`config.mk`:
```
export PLATFORM = sky130hd
export DESIGN_NAME = ptlw_ctrl
export DESIGN_NICKNAME = d
export VERILOG_FILES = /design/src/hdl/ptlw_pkg.sv /design/src/hdl/ptlw_ctrl.sv
export SDC_FILE = /design/constraint.sdc
export NUM_CORES = 1
export LEC_CHECK = 0
export ABC_CLOCK_PERIOD_IN_PS = 930
export BUFFER_PORTS_ARGS = -buffer_cell sky130_fd_sc_hd__buf_4
export CAP_MARGIN = 20
export CELL_PAD_IN_SITES_DETAIL_PLACEMENT = 0
export CELL_PAD_IN_SITES_GLOBAL_PLACEMENT = 1
export CORE_AREA = 2 2 39 41
export DETAILED_ROUTE_END_ITERATION = 10
export DIE_AREA = 0 0 41 43
export PLACE_DENSITY = 0.47
export SYNTH_ARGS = -nofsm -noshare
export SYNTH_HDL_FRONTEND = slang
export SYNTH_SLANG_ARGS = --single-unit
```
`constraint.sdc`:
```
create_clock -name aclk -period 0.93 [get_ports aclk]
set_input_delay 0.1395 -clock aclk [delete_from_list [all_inputs] [get_ports aclk]]
set_output_delay 0.1395 -clock aclk [all_outputs]
set_load 0.01 [all_outputs]
```
`src/hdl/ptlw_pkg.sv`:
```
package ptlw_pkg;

    localparam int STORE_WORDS_DEF = 4096;

    localparam int VA_W    = 48;
    localparam int DESC_W  = 64;
    localparam int LEVEL_W = 2;
    localparam int SLICE_W = 9;
    localparam int CFG_W   = 48;
    localparam int CFG_IDX_W = 2;

    localparam logic [LEVEL_W-1:0] LAST_LEVEL = 2'd3;

    typedef enum logic [CFG_IDX_W-1:0] {
        CFG_IA_BITS     = 2'd0,
        CFG_FIRST_LEVEL = 2'd1,
        CFG_ROOT_BASE   = 2'd2,
        CFG_UNUSED      = 2'd3
    } cfg_idx_t;

    typedef enum logic {
        OP_WRITE  = 1'b0,
        OP_LOOKUP = 1'b1
    } opcode_t;

    typedef struct packed {
        logic        opcode;
        logic [11:0] word_index;
        logic [63:0] word_value;
        logic [47:0] lookup_address;
    } ptlw_in_t;

    typedef struct packed {
        logic [63:0] leaf_descriptor;
        logic [1:0]  leaf_level;
    } ptlw_out_t;

    // controller -> datapath
    typedef struct packed {
        logic store_wr;   // write the item's word into the store
        logic start;      // latch lookup address, set up root table
        logic read_root;  // read entry of the root table
        logic read_next;  // follow current descriptor, read next level
        logic out_load;   // load result register
    } ptlw_cmd_t;

    // datapath -> controller
    typedef struct packed {
        logic follow;     // descriptor just read points to a next table
        logic out_busy;   // result register full and not taken this cycle
    } ptlw_sts_t;

    // 9-bit table index of an address for a given level
    function automatic logic [SLICE_W-1:0] level_slice(input logic [VA_W-1:0] va,
                                                       input logic [LEVEL_W-1:0] lvl);
        logic [SLICE_W-1:0] s;
        case (lvl)
            2'd0:    s = va[47:39];
            2'd1:    s = va[38:30];
            2'd2:    s = va[29:21];
            default: s = va[20:12];
        endcase
        return s;
    endfunction

endpackage

```
`src/hdl/ptlw_ctrl.sv`:
```
module ptlw_ctrl
    import ptlw_pkg::*;
(
    input  logic      aclk,
    input  logic      aresetn,
    input  logic      s_valid,
    input  logic      s_opcode,
    output logic      s_ready,
    input  ptlw_sts_t sts,
    output ptlw_cmd_t cmd
);

    typedef enum logic [1:0] {
        ST_IDLE,
        ST_READ,
        ST_CHECK
    } state_t;

    state_t state_reg, state_next;

    always_comb begin
        state_next = state_reg;
        cmd        = '0;
        s_ready    = 1'b0;
        case (state_reg)
            ST_IDLE: begin
                s_ready = 1'b1;
                if (s_valid) begin
                    if (s_opcode == OP_LOOKUP) begin
                        cmd.start  = 1'b1;
                        state_next = ST_READ;
                    end else begin
                        cmd.store_wr = 1'b1;
                    end
                end
            end
            ST_READ: begin
                cmd.read_root = 1'b1;
                state_next    = ST_CHECK;
            end
            ST_CHECK: begin
                if (sts.follow) begin
                    cmd.read_next = 1'b1;
                end else if (!sts.out_busy) begin
                    cmd.out_load = 1'b1;
                    state_next   = ST_IDLE;
                end
            end
            default: begin
                state_next = ST_IDLE;
            end
        endcase
    end

    always_ff @(posedge aclk) begin
        if (!aresetn) begin
            state_reg <= ST_IDLE;
        end else begin
            state_reg <= state_next;
        end
    end

endmodule

```
==> metrics.log, run 1 <==
INFO  metric time_the_final_worst_path_needs_with_i_o_delays_and_setup = about 1100 ps
INFO  metric relSlewSlack = about nine tenths
INFO  metric grt_setup_unrepaired = yes
INFO  metric die-width = around 41 um
INFO  metric power.leakage = about 0.14 nW
INFO  metric wirelength = between 400 and 500 um
INFO  metric synth.ff_latch_count = 2
INFO  metric worst_ir_drop_vdd = 0.271 mV
INFO  metric hold_viol_final = 0
INFO  metric post_synth_instance_area = between 100 and 150 um^2
INFO  metric wl_per_cell = 9.11 um
INFO  metric syn-instance-count = 13
INFO  metric largest_reg_flops = 2
INFO  metric global_route.overflow_total = 0
INFO  metric drt.antenna.violating_nets = 0
INFO  metric tritoncts = done
INFO  metric cp_data_arrival_time = 970 ps
INFO  metric area_delta_synth_final = 153%
INFO  metric vias = between 150 and 200
INFO  metric floorplan.die_area = between 1500 and 2000 um^2
INFO  metric boundaryPins = 12
INFO  metric die_h = 43 um
INFO  metric grt_usage = 5.91%
INFO  metric hp-class = in -> reg
INFO  metric drt_pass1_iterations = 2
INFO  metric switching_power = 0.0866 mW
INFO  metric p_per_area = between 1000 and 1500 nW/um^2
INFO  metric number_of_h_tree_branching_levels = 1
INFO  metric violations = setup timing
INFO  metric hpwl = approximately 280 um
INFO  metric setup_viol = 7
INFO  metric register_area = ~45 um^2
INFO  metric yosysWarningCount = 0
INFO  metric seq_power_share = roughly 26%
INFO  metric crit_cells = 3
INFO  metric wire_length_of_the_first_global_routing_pass = about 630 um
INFO  metric clock-sinks = 2
INFO  metric synth_seq_area_share = between 30% and 40%
INFO  metric critical_path_buf_inv_count = 1
INFO  metric start_kind = register
INFO  metric hold_path_startpoint = aresetn
INFO  metric swShare = a little under a quarter
INFO  metric dp_slack = -5.31 ps
INFO  metric final.period_utilization = 119%
INFO  metric cpLargestDelayFamily = flip-flops
INFO  metric ctsRootBufferMaster = sky130_fd_sc_hd__clkbuf_4
INFO  metric cts_made_buffers = 3
INFO  metric placed_cells = 40
INFO  metric timing.critical_path.slowest_cell_delay = 330 ps
INFO  metric instances_no_fill = 45
INFO  metric largest_net_degree_at_the_start_of_global_routing = 6
INFO  metric crit_chain = nor2_4 -> and3_4 -> buf_6
INFO  metric timing.clock.skew = 0.244 ps
INFO  metric power_frac_clock = between 50% and 60%
INFO  metric status = complete, but fails checks
INFO  metric design.core.area = roughly 1400 um^2
INFO  metric design_power_total = 0.371 mW
INFO  metric clk_latency = between 200 and 250 ps
INFO  metric worstMarginPinSlew = between 150 and 200 ps
INFO  metric final_nets = 37
INFO  metric fmax = 0.904 GHz
INFO  metric drcViolationCount = 0
INFO  metric timing.critical_path.slowest_stage_cell = sky130_fd_sc_hd__dfxtp_2
INFO  metric synthesis.area_per_instance = 8.85 um^2
INFO  metric worst_slack = -177 ps
INFO  metric drv.max_cap_violation_count = 0
INFO  metric critPathRequiredTime = roughly 790 ps
INFO  metric worstSetupPathType = reg -> out
INFO  metric final_core_utilization = 21.1%
INFO  metric drt-vias-per-instance = about 3.5
INFO  metric internal_power = about 0.28 mW
INFO  metric effective_utilization_at_floorplan = under 10%
INFO  metric portBuffers = 11
INFO  metric layout-drive-gt1-share = between 70 and 80%
INFO  metric first_iter_violations = 1
INFO  metric r2r_end = state_reg[1]
INFO  metric critical_path_peak_fanout = 5
INFO  metric critical_path.reg2reg.startpoint = state_reg[1]
INFO  metric whs_path_depth = 2
INFO  metric antenna_found_initial = 0
INFO  metric endpoint_kind = output port
INFO  metric clock_path_buffers = 2
INFO  metric via_count_of_the_first_global_routing_pass = 174
INFO  metric combinationalPowerShare = approximately 23%
INFO  metric path_depth_of_the_worst_reg2reg_path = 3
INFO  metric synth.distinct_cells = 11
INFO  metric filler_cell_count = about 160
INFO  metric ff_to_ff_setup_slack = -50 ps
INFO  metric gp_routability_congestion = between 0.5 and 0.6
INFO  metric hold_end = state_reg[1]
INFO  metric multiInputGateArea = 95.1 um^2
INFO  metric antenna-diode-count = 0
INFO  metric maxSlewViolCount = 0
INFO  metric std_cell_rows = 14
INFO  metric startpoint = state_reg[1]
INFO  metric mappedNetlistNets = 19
INFO  metric worst_setup_hold_path_clk_slew = roughly 30 ps
[power groups by stage]
stage	sequential [mW]	clock, mW	combinational [mW]
floorplan	0.0952	0	0.0266
global placement	0.0955	0	0.0662
detailed placement	0.0960	0	0.0673
CTS	0.0951	0.206	0.0805
global route	0.0966	0.202	0.0905
finish	0.0961	0.191	0.0834
[cells in the final DEF, fill, tap and decap left out]
cell                       netlist  final
sky130_fd_sc_hd__and2_1          1      1
sky130_fd_sc_hd__and2b_1         1      1
sky130_fd_sc_hd__and3_4          1      1
sky130_fd_sc_hd__and3b_1         1      1
sky130_fd_sc_hd__buf_4           0     10
sky130_fd_sc_hd__buf_6           0      3
sky130_fd_sc_hd__clkbuf_4        0      3
sky130_fd_sc_hd__dfxtp_2         0      1
sky130_fd_sc_hd__dfxtp_4         0      1
sky130_fd_sc_hd__nand2_1         1      1
sky130_fd_sc_hd__nor2_1          2      2
sky130_fd_sc_hd__nor2_4          0      1
sky130_fd_sc_hd__nor3b_1         1      1
sky130_fd_sc_hd__nor4b_4         0      1
sky130_fd_sc_hd__o21a_1          1      1
[layout make-up]
cell class                 instances  area share (%)
timing repair buffer              13            37.3
multi-input combinational         11            32.6
sequential                         2            15.5
clock buffer                       3            7.73
tap                               16            6.87
[logic make-up (layout without fill, tap and decap cells)]
family	after synthesis	after routing	synth area share (%)
simple gates	10	10	58.7
flops	2	2	34.8
buf+inv	0	16	0
compound gates	1	1	6.52
[Yosys cell counts]
library cell / number / area, um^2
sky130_fd_sc_hd__and2_1: 1 / 6.26
sky130_fd_sc_hd__and2b_1: 1 / 7.51
sky130_fd_sc_hd__and3_4: 1 / 11.3
sky130_fd_sc_hd__and3b_1: 1 / 8.76
sky130_fd_sc_hd__dfxtp_1: 2 / 40.0
sky130_fd_sc_hd__nand2_1: 1 / 3.75
sky130_fd_sc_hd__nor2_1: 2 / 7.51
sky130_fd_sc_hd__nor2_2: 1 / 6.26
sky130_fd_sc_hd__nor3b_1: 1 / 7.51
sky130_fd_sc_hd__nor4b_1: 1 / 8.76
sky130_fd_sc_hd__o21a_1: 1 / 7.51
[how the worst max path moves through the flow]
stage	slack, ps	to
finish	-180	cmd[3]
global placement	6	cmd[3]
detailed placement	-5	cmd[3]
global route	-220	cmd[3]
CTS	-210	cmd[3]
floorplan	40	state_reg[0]
[repair_timing]
item / CTS / global route
setup endpoints to repair: 6 / 7
gates resized for setup: 7 / 1
hold buffers: 0 / 0
setup buffers: 2 / 0
pin swaps: 6 / 2
[through the flow]
stage	TNS, ps	instance area [um^2]	hold slack, ps
after floorplan	0	121	257
after global routing	-1160	292	145
final	-876	292	136
after global placement	0	224	354
after detailed placement	-5.31	224	358
after CTS	-996	283	121
[layer usage]
metal	up-vias	global-route usage, %	routed length (um)
met2	12	6.25	168
li1	79	-	-
met5	-	0	0
met1	66	6.37	162
met4	0	8.00	0
met3	0	3.66	79
[worst register-to-register path: cells and delay by family (launching register included)]
family          cells  cell delay [ps]
compound gates      1              150
buf+inv             1              130
flops               1              360
simple gates        1              220
Power figures use the tool's default switching activity.
==> run 2, diff against run 1 <==
ABC_AREA = 1   (was not set)
CTS_CLUSTER_SIZE = 8   (was not set)
PLACE_DENSITY = 0.5   (was 0.47)
==> metrics.log, run 2 <==
INFO  metric layout-drive-gt1-share = 75.7% (+3.3 points)
INFO  metric std_cell_rows = 14 (unchanged)
INFO  metric final.period_utilization = 120% (+0.69 points)
INFO  metric most_used_cells_in_the_layout_excluding_fill_and_tap_cells = 10 x sky130_fd_sc_hd__buf_4, 5 x sky130_fd_sc_hd__inv_1, 3 x sky130_fd_sc_hd__nor2_2, 3 x sky130_fd_sc_hd__clkbuf_4, 3 x sky130_fd_sc_hd__buf_6
INFO  metric filler_cell_count = 169 (+7.0%)
INFO  metric gp_routability_congestion = 0.562 (-2.0%)
INFO  metric clk_latency = 220 ps (about the same)
INFO  metric start_kind = register
INFO  metric ctsRootBufferMaster = sky130_fd_sc_hd__clkbuf_4
INFO  metric critical_path_peak_fanout = 3 (-2)
INFO  metric seq_power_share = 24.9% (-1.0 points)
INFO  metric timing.setup.tns = -868 ps (+8.71 ps)
INFO  metric area_delta_synth_final = 134%
INFO  metric antenna-diode-count = 0 (unchanged)
INFO  metric worst_slack = -183 ps (-6.38 ps)
INFO  metric post_synth_instance_area = 130 um^2 (+13%)
INFO  metric timing.critical_path.slowest_stage_cell = sky130_fd_sc_hd__dfxtp_4
INFO  metric portBuffers = 11 (unchanged)
INFO  metric largest_reg_flops = 2 (unchanged)
INFO  metric crit_chain = nor2_4 -> nand2_4 -> nor2_2 -> buf_6
INFO  metric synthesis.area_per_instance = 6.20 um^2 (-30%)
INFO  metric grt_setup_unrepaired = yes
INFO  metric swShare = 25.6% (+2.2 points)
INFO  metric time_the_final_worst_path_needs_with_i_o_delays_and_setup = 1110 ps (+6.38 ps)
INFO  metric hold_viol_final = 0 (unchanged)
INFO  metric violations = setup timing
INFO  metric placed_cells = 48 (+20%)
INFO  metric worst_setup_hold_path_clk_slew = 30 ps (about the same)
INFO  metric worstMarginPinSlew = 122 ps (-56.6 ps)
INFO  metric switching_power = 0.0972 mW (+12%)
INFO  metric boundaryPins = 12 (unchanged)
INFO  metric combinationalPowerShare = 24.0% (+1.5 points)
INFO  metric synth.top_cells.by_area = sky130_fd_sc_hd__dfxtp_1 31%, sky130_fd_sc_hd__inv_1 17%, sky130_fd_sc_hd__nor2_1 12%
INFO  metric p_per_area = 1250 nW/um^2 (-1.7%)
INFO  metric instances_no_fill = 53 (+18%)
INFO  metric syn-instance-count = 21 (+8)
INFO  metric cpLargestDelayFamily = flip-flops
INFO  metric vias = 174 (+11%)
INFO  metric ys.flop_type = sky130_fd_sc_hd__dfxtp_1
INFO  metric synth.ff_latch_count = 2 (unchanged)
INFO  metric worstSetupPathType = reg -> out
INFO  metric power.leakage = 0.156 nW (+15%)
INFO  metric critPathRequiredTime = 790 ps (about the same)
INFO  metric drv.max_cap_violation_count = 0 (unchanged)
INFO  metric timing.clock.skew = 1.22 ps (+0.980 ps)
INFO  metric dr.max_layer_used = met3
INFO  metric design.core.area = 1380 um^2 (unchanged)
INFO  metric maxSlewViolCount = 0 (unchanged)
INFO  metric synth_top_area_cell = sky130_fd_sc_hd__dfxtp_1
INFO  metric synth-async-reset-ratio = 0% (unchanged)
INFO  metric yosysTopAreaCellShare = 30.8% (-4.0 points)
INFO  metric via_count_of_the_first_global_routing_pass = 156 (-10%)
INFO  metric drt_pass1_iterations = 2 (unchanged)
INFO  metric synth-edff-count = 0 (unchanged)
INFO  metric holdBufCountCts = 0 (unchanged)
INFO  metric endpoint_kind = output port
INFO  metric drt-vias-per-instance = 3.28 (-5.9%)
INFO  metric met3_wirelength = 18 um (-77%)
INFO  metric critical_path_buf_inv_count = 1 (unchanged)
INFO  metric hp-class = in -> reg
INFO  metric synth_most_common_cell = sky130_fd_sc_hd__inv_1
INFO  metric status = complete, but fails checks
INFO  metric tritoncts = done
INFO  metric relSlewSlack = 91.9% (+3.8 points)
INFO  metric cts_made_buffers = 3 (unchanged)
INFO  metric wirelength = 362 um (-12%)
INFO  metric grt_usage = 5.71% (-0.19 points)
INFO  metric setup_viol = 6 (-1)
INFO  metric timing.critical_path.slowest_cell_delay = 350 ps (+20 ps)
INFO  metric most_frequent_standard_cell_in_the_layout_excluding_fill_and_tap_cells = sky130_fd_sc_hd__buf_4
INFO  metric floorplan.die_area = 1760 um^2 (unchanged)
INFO  metric yosysWarningCount = 0 (unchanged)
INFO  metric die_h = 43 um (unchanged)
INFO  metric worst_ir_drop_vdd = 0.225 mV (-17%)
INFO  metric first_iter_violations = 4 (+3)
INFO  metric largest_net_degree_at_the_start_of_global_routing = 4 (-2)
INFO  metric clock-sinks = 2 (unchanged)
INFO  metric drt.antenna.violating_nets = 0 (unchanged)
INFO  metric drcViolationCount = 0 (unchanged)
INFO  metric wl_per_cell = 6.83 um (-25%)
INFO  metric fmax = 0.899 GHz (-0.57%)
INFO  metric mappedNetlistNets = 27 (+8)
INFO  metric final_nets = 45 (+22%)
INFO  metric internal_power = 0.283 mW (-0.46%)
INFO  metric hpwl = 272 um (-3.9%)
INFO  metric synth_seq_area_share = 30.8% (-4.0 points)
INFO  metric die-width = 41 um (unchanged)
INFO  metric number_of_h_tree_branching_levels = 1 (unchanged)
INFO  metric leading_cell_types_by_count_after_synthesis = 6 x sky130_fd_sc_hd__inv_1, 4 x sky130_fd_sc_hd__nor2_1, 3 x sky130_fd_sc_hd__nand2_1
INFO  metric power_frac_clock = 51.1% (-0.5 points)
INFO  metric effective_utilization_at_floorplan = 9.40% (+1.1 points)
INFO  metric met2WireLength = 220 um (+31%)
INFO  metric met1Wirelength = 122 um (-25%)
INFO  metric antenna_found_initial = 0 (unchanged)
INFO  metric cp_data_arrival_time = 970 ps (about the same)
INFO  metric global_route.overflow_total = 0 (unchanged)
INFO  metric clock_path_buffers = 2 (unchanged)
INFO  metric dp_slack = 38.8 ps (+44.1 ps)
INFO  metric synth.distinct_cells = 9 (-2)
INFO  metric wire_length_of_the_first_global_routing_pass = 586 um (-6.5%)
-- run 2: layout make-up --
cell class                 count  area, um^2  share of cell area, %
timing repair buffer          13         109                   35.8
tap                           16        20.0                   6.58
clock buffer                   3        22.5                   7.41
inverter                       7        26.3                   8.64
sequential                     2        45.0                   14.8
multi-input combinational     12        81.3                   26.7
-- run 2: stage by stage --
step	power, mW	utilization (%)	area (um^2)	hold WS (ps)
after floorplan	0.128	-	130	288
after global placement	0.167	16.8	233	413
after detailed placement	0.167	16.8	233	406
after CTS	0.374	18.6	258	171
after global routing	0.409	22.0	304	187
final	0.380	22.0	304	170
-- run 2: path summary, 6_finish.rpt --
check	depth (start not counted)	start	slack, ps	to
max reg2reg	5	state_reg[1]	90	state_reg[1]
max	4	state_reg[0]	-180	cmd[4]
min reg2reg	3	state_reg[1]	540	state_reg[0]
min	3	aresetn	170	state_reg[1]
-- run 2: power by group through the flow --
stage,logic (mW),clock network [mW],registers [mW]
2_1_floorplan,0.0335,0,0.0945
3_3_place_gp,0.0725,0,0.0949
3_5_place_dp,0.0724,0,0.0948
4_1_cts,0.0730,0.207,0.0945
5_1_grt,0.100,0.212,0.0957
6_report,0.0912,0.194,0.0946
-- run 2: per-layer routing --
metal,global-route usage (%),vias to the layer above
li1,-,91
met1,6.39,79
met2,5.63,4
met3,3.66,0
met4,8.00,0
met5,0,-
-- run 2: cell families after synthesis --
group / count (synthesis) / share of synthesized area [%]
AND/OR/NAND/NOR: 11 / 42.3
buffers and inverters: 7 / 20.2
flip-flops: 2 / 30.8
AO/OA/AOI/OAI: 1 / 6.73
-- run 2: what timing repair did --
action | CTS | global route
buffers inserted | 0 | 2
setup endpoints to repair | 6 | 6
pin swaps | 2 | 2
gates resized for setup | 2 | 10
-- run 2: worst reg2reg max path, cell delays in order (launching register included) --
cell                      delay, ps
sky130_fd_sc_hd__dfxtp_2        330
sky130_fd_sc_hd__inv_2           60
sky130_fd_sc_hd__buf_4          100
sky130_fd_sc_hd__nand2_2         50
sky130_fd_sc_hd__buf_4          130
sky130_fd_sc_hd__a21oi_2        110
==> run 3, diff against run 2 <==
CORE_AREA = 8 8 45 47   (was 2 2 39 41)
DIE_AREA = 0 0 53 55   (was 0 0 41 43)
==> metrics.log, run 3 (same netlist as run 2, synthesis figures left out) <==
INFO  metric status = complete, but fails checks
INFO  metric violations = setup timing
INFO  metric wire_length_of_the_first_global_routing_pass = 648 um (+11%)
INFO  metric effective_utilization_at_floorplan = 9.40% (unchanged)
INFO  metric vias = 165 (-5.2%)
INFO  metric grt_usage = 3.38% (-2.3 points)
INFO  metric most_used_cells_in_the_layout_excluding_fill_and_tap_cells = 11 x sky130_fd_sc_hd__buf_4, 4 x sky130_fd_sc_hd__inv_1
INFO  metric final_nets = 45 (unchanged)
INFO  metric design_power_total = 0.382 mW (+0.57%)
INFO  metric floorplan.die_area = 2920 um^2 (+65%)
INFO  metric drcViolationCount = 0 (unchanged)
INFO  metric largest_reg_flops = 2 (unchanged)
INFO  metric worstSetupPathType = reg -> out
INFO  metric std_cell_rows = 14 (unchanged)
INFO  metric fmax = 0.888 GHz (-1.2%)
INFO  metric cp_data_arrival_time = 990 ps (+20 ps)
INFO  metric r2r_end = state_reg[1]
INFO  metric worst_setup_hold_path_clk_slew = 30 ps (about the same)
INFO  metric global_route.overflow_total = 0 (unchanged)
INFO  metric filler_cell_count = 161 (-4.7%)
INFO  metric hpwl = 338 um (+24%)
INFO  metric first_iter_violations = 2 (-2)
INFO  metric critical_path_peak_fanout = 3 (unchanged)
INFO  metric register_area = 45.0 um^2 (unchanged)
INFO  metric path_depth_of_the_worst_reg2reg_path = 4 (-1)
INFO  metric design.core.area = 1380 um^2 (unchanged)
INFO  metric via_count_of_the_first_global_routing_pass = 168 (+7.7%)
INFO  metric die_h = 55 um (+28%)
INFO  metric drv.max_cap_violation_count = 0 (unchanged)
INFO  metric antenna-diode-count = 0 (unchanged)
INFO  metric grt_setup_unrepaired = yes
INFO  metric worstMarginPinSlew = 126 ps (+4.83 ps)
INFO  metric drt.antenna.violating_nets = 0 (unchanged)
INFO  metric cts_made_buffers = 3 (unchanged)
INFO  metric wl_per_cell = 8.11 um (+19%)
INFO  metric most_frequent_standard_cell_in_the_layout_excluding_fill_and_tap_cells = sky130_fd_sc_hd__buf_4
INFO  metric ctsRootBufferMaster = sky130_fd_sc_hd__clkbuf_4
INFO  metric die-width = 53 um (+29%)
INFO  metric worst_slack = -196 ps (-13.1 ps)
INFO  metric placed_cell_area = 233 um^2 (unchanged)
INFO  metric hold_viol_final = 0 (unchanged)
INFO  metric power.leakage = 0.155 nW (-0.53%)
INFO  metric multiInputGateArea = 96.3 um^2 (+18%)
INFO  metric portBuffers = 11 (unchanged)
INFO  metric antenna_found_initial = 0 (unchanged)
INFO  metric layout.cell_area.non_filler = 315 um^2 (+3.7%)
INFO  metric start_kind = register
INFO  metric drt_pass1_iterations = 2 (unchanged)
INFO  metric crit_path_end = cmd[4]
INFO  metric layout-drive-gt1-share = 83.8% (+8.1 points)
INFO  metric timing.clock.skew = 1.74 ps (+0.518 ps)
INFO  metric boundaryPins = 12 (unchanged)
INFO  metric endpoint_kind = output port
INFO  metric startpoint = state_reg[0]
INFO  metric holdBufCountCts = 0 (unchanged)
INFO  metric critical_path.reg2reg.startpoint = state_reg[1]
INFO  metric worst_ir_drop_vdd = 0.397 mV (+76%)
INFO  metric critPathRequiredTime = 790 ps (about the same)
INFO  metric area_delta_synth_final = 142%
INFO  metric number_of_h_tree_branching_levels = 1 (unchanged)
INFO  metric tritoncts = done
INFO  metric relSlewSlack = 91.6% (-0.31 points)
INFO  metric gp_routability_congestion = 0.634 (+13%)
INFO  metric hp-class = in -> reg
INFO  metric p_per_area = 1210 nW/um^2 (-3.0%)
INFO  metric drt-vias-per-instance = 3.11 (-5.2%)
INFO  metric clock_path_buffers = 2 (unchanged)
INFO  metric clock-sinks = 2 (unchanged)
INFO  metric final.period_utilization = 121% (+1.4 points)
INFO  metric setup_viol = 6 (unchanged)
INFO  metric whs_path_depth = 3 (unchanged)
INFO  metric wirelength = 430 um (+19%)
INFO  metric ff_to_ff_setup_slack = 160 ps (+70 ps)
INFO  metric time_the_final_worst_path_needs_with_i_o_delays_and_setup = 1130 ps (+13.1 ps)
INFO  metric maxSlewViolCount = 0 (unchanged)
INFO  metric clk_latency = 220 ps (about the same)
INFO  metric largest_net_degree_at_the_start_of_global_routing = 4 (unchanged)
[run 3: cell types whose count changed in the layout (fill, tap and decap cells not counted)]
cell | previous run | this run
sky130_fd_sc_hd__buf_6 | 3 | 2
sky130_fd_sc_hd__nor2_4 | 1 | 3
sky130_fd_sc_hd__inv_1 | 5 | 4
sky130_fd_sc_hd__inv_2 | 2 | 3
sky130_fd_sc_hd__buf_4 | 10 | 11
sky130_fd_sc_hd__nor2_1 | 2 | 0
[run 3: critical path: stages, from the launching register on]
cell	delay, ps
sky130_fd_sc_hd__dfxtp_4	350
sky130_fd_sc_hd__nor2_4	130
sky130_fd_sc_hd__nand2_4	80
sky130_fd_sc_hd__nor2_2	80
sky130_fd_sc_hd__buf_4	120
[run 3: metal layers]
layer  GRT usage (%)  part of all wire, %
met5               0                    0
met4            3.88                    0
met3            3.74                   13
met2            4.10                   53
met1            2.72                   33
[run 3: through the flow]
stage	std cells	worst slack, ps	util (%)	hold slack, ps	TNS (ps)
after floorplan	21	45.8	-	288	0
after global placement	48	51.5	16.8	411	0
after detailed placement	48	33.7	16.8	406	0
after CTS	52	-201	19.6	172	-816
after global routing	53	-266	22.8	191	-1270
final	53	-196	22.8	175	-895
[run 3: where the power goes]
group	leakage, nW	internal (mW)	total [mW]	switching [mW]
registers	0.0175	0.0894	0.0950	0.00567
logic	0.124	0.0526	0.0979	0.0453
clock network	0.0138	0.142	0.189	0.0473
[run 3: how the worst min path moves through the flow]
| stage | startpoint | end | slack, ps |
|---|---|---|---|
| floorplan | s_valid | state_reg[0] | 290 |
| global placement | aresetn | state_reg[1] | 410 |
| detailed placement | aresetn | state_reg[1] | 410 |
| CTS | aresetn | state_reg[1] | 170 |
| global route | s_valid | state_reg[0] | 190 |
| finish | aresetn | state_reg[1] | 180 |
[run 3: cell type report]
cell class	instances	share of cell area [%]
inverters	7	8.33
flip-flops and latches	2	14.3
well taps	16	6.35
repair buffers	13	33.3
multi-input cells	12	30.6
clock buffers	3	7.14
[run 3: repair_timing]
item                                    in CTS  in global routing
setup buffers                                1                  1
pin swaps                                    0                  3
endpoints found under the setup margin       6                  6
resized for setup                            5                 11
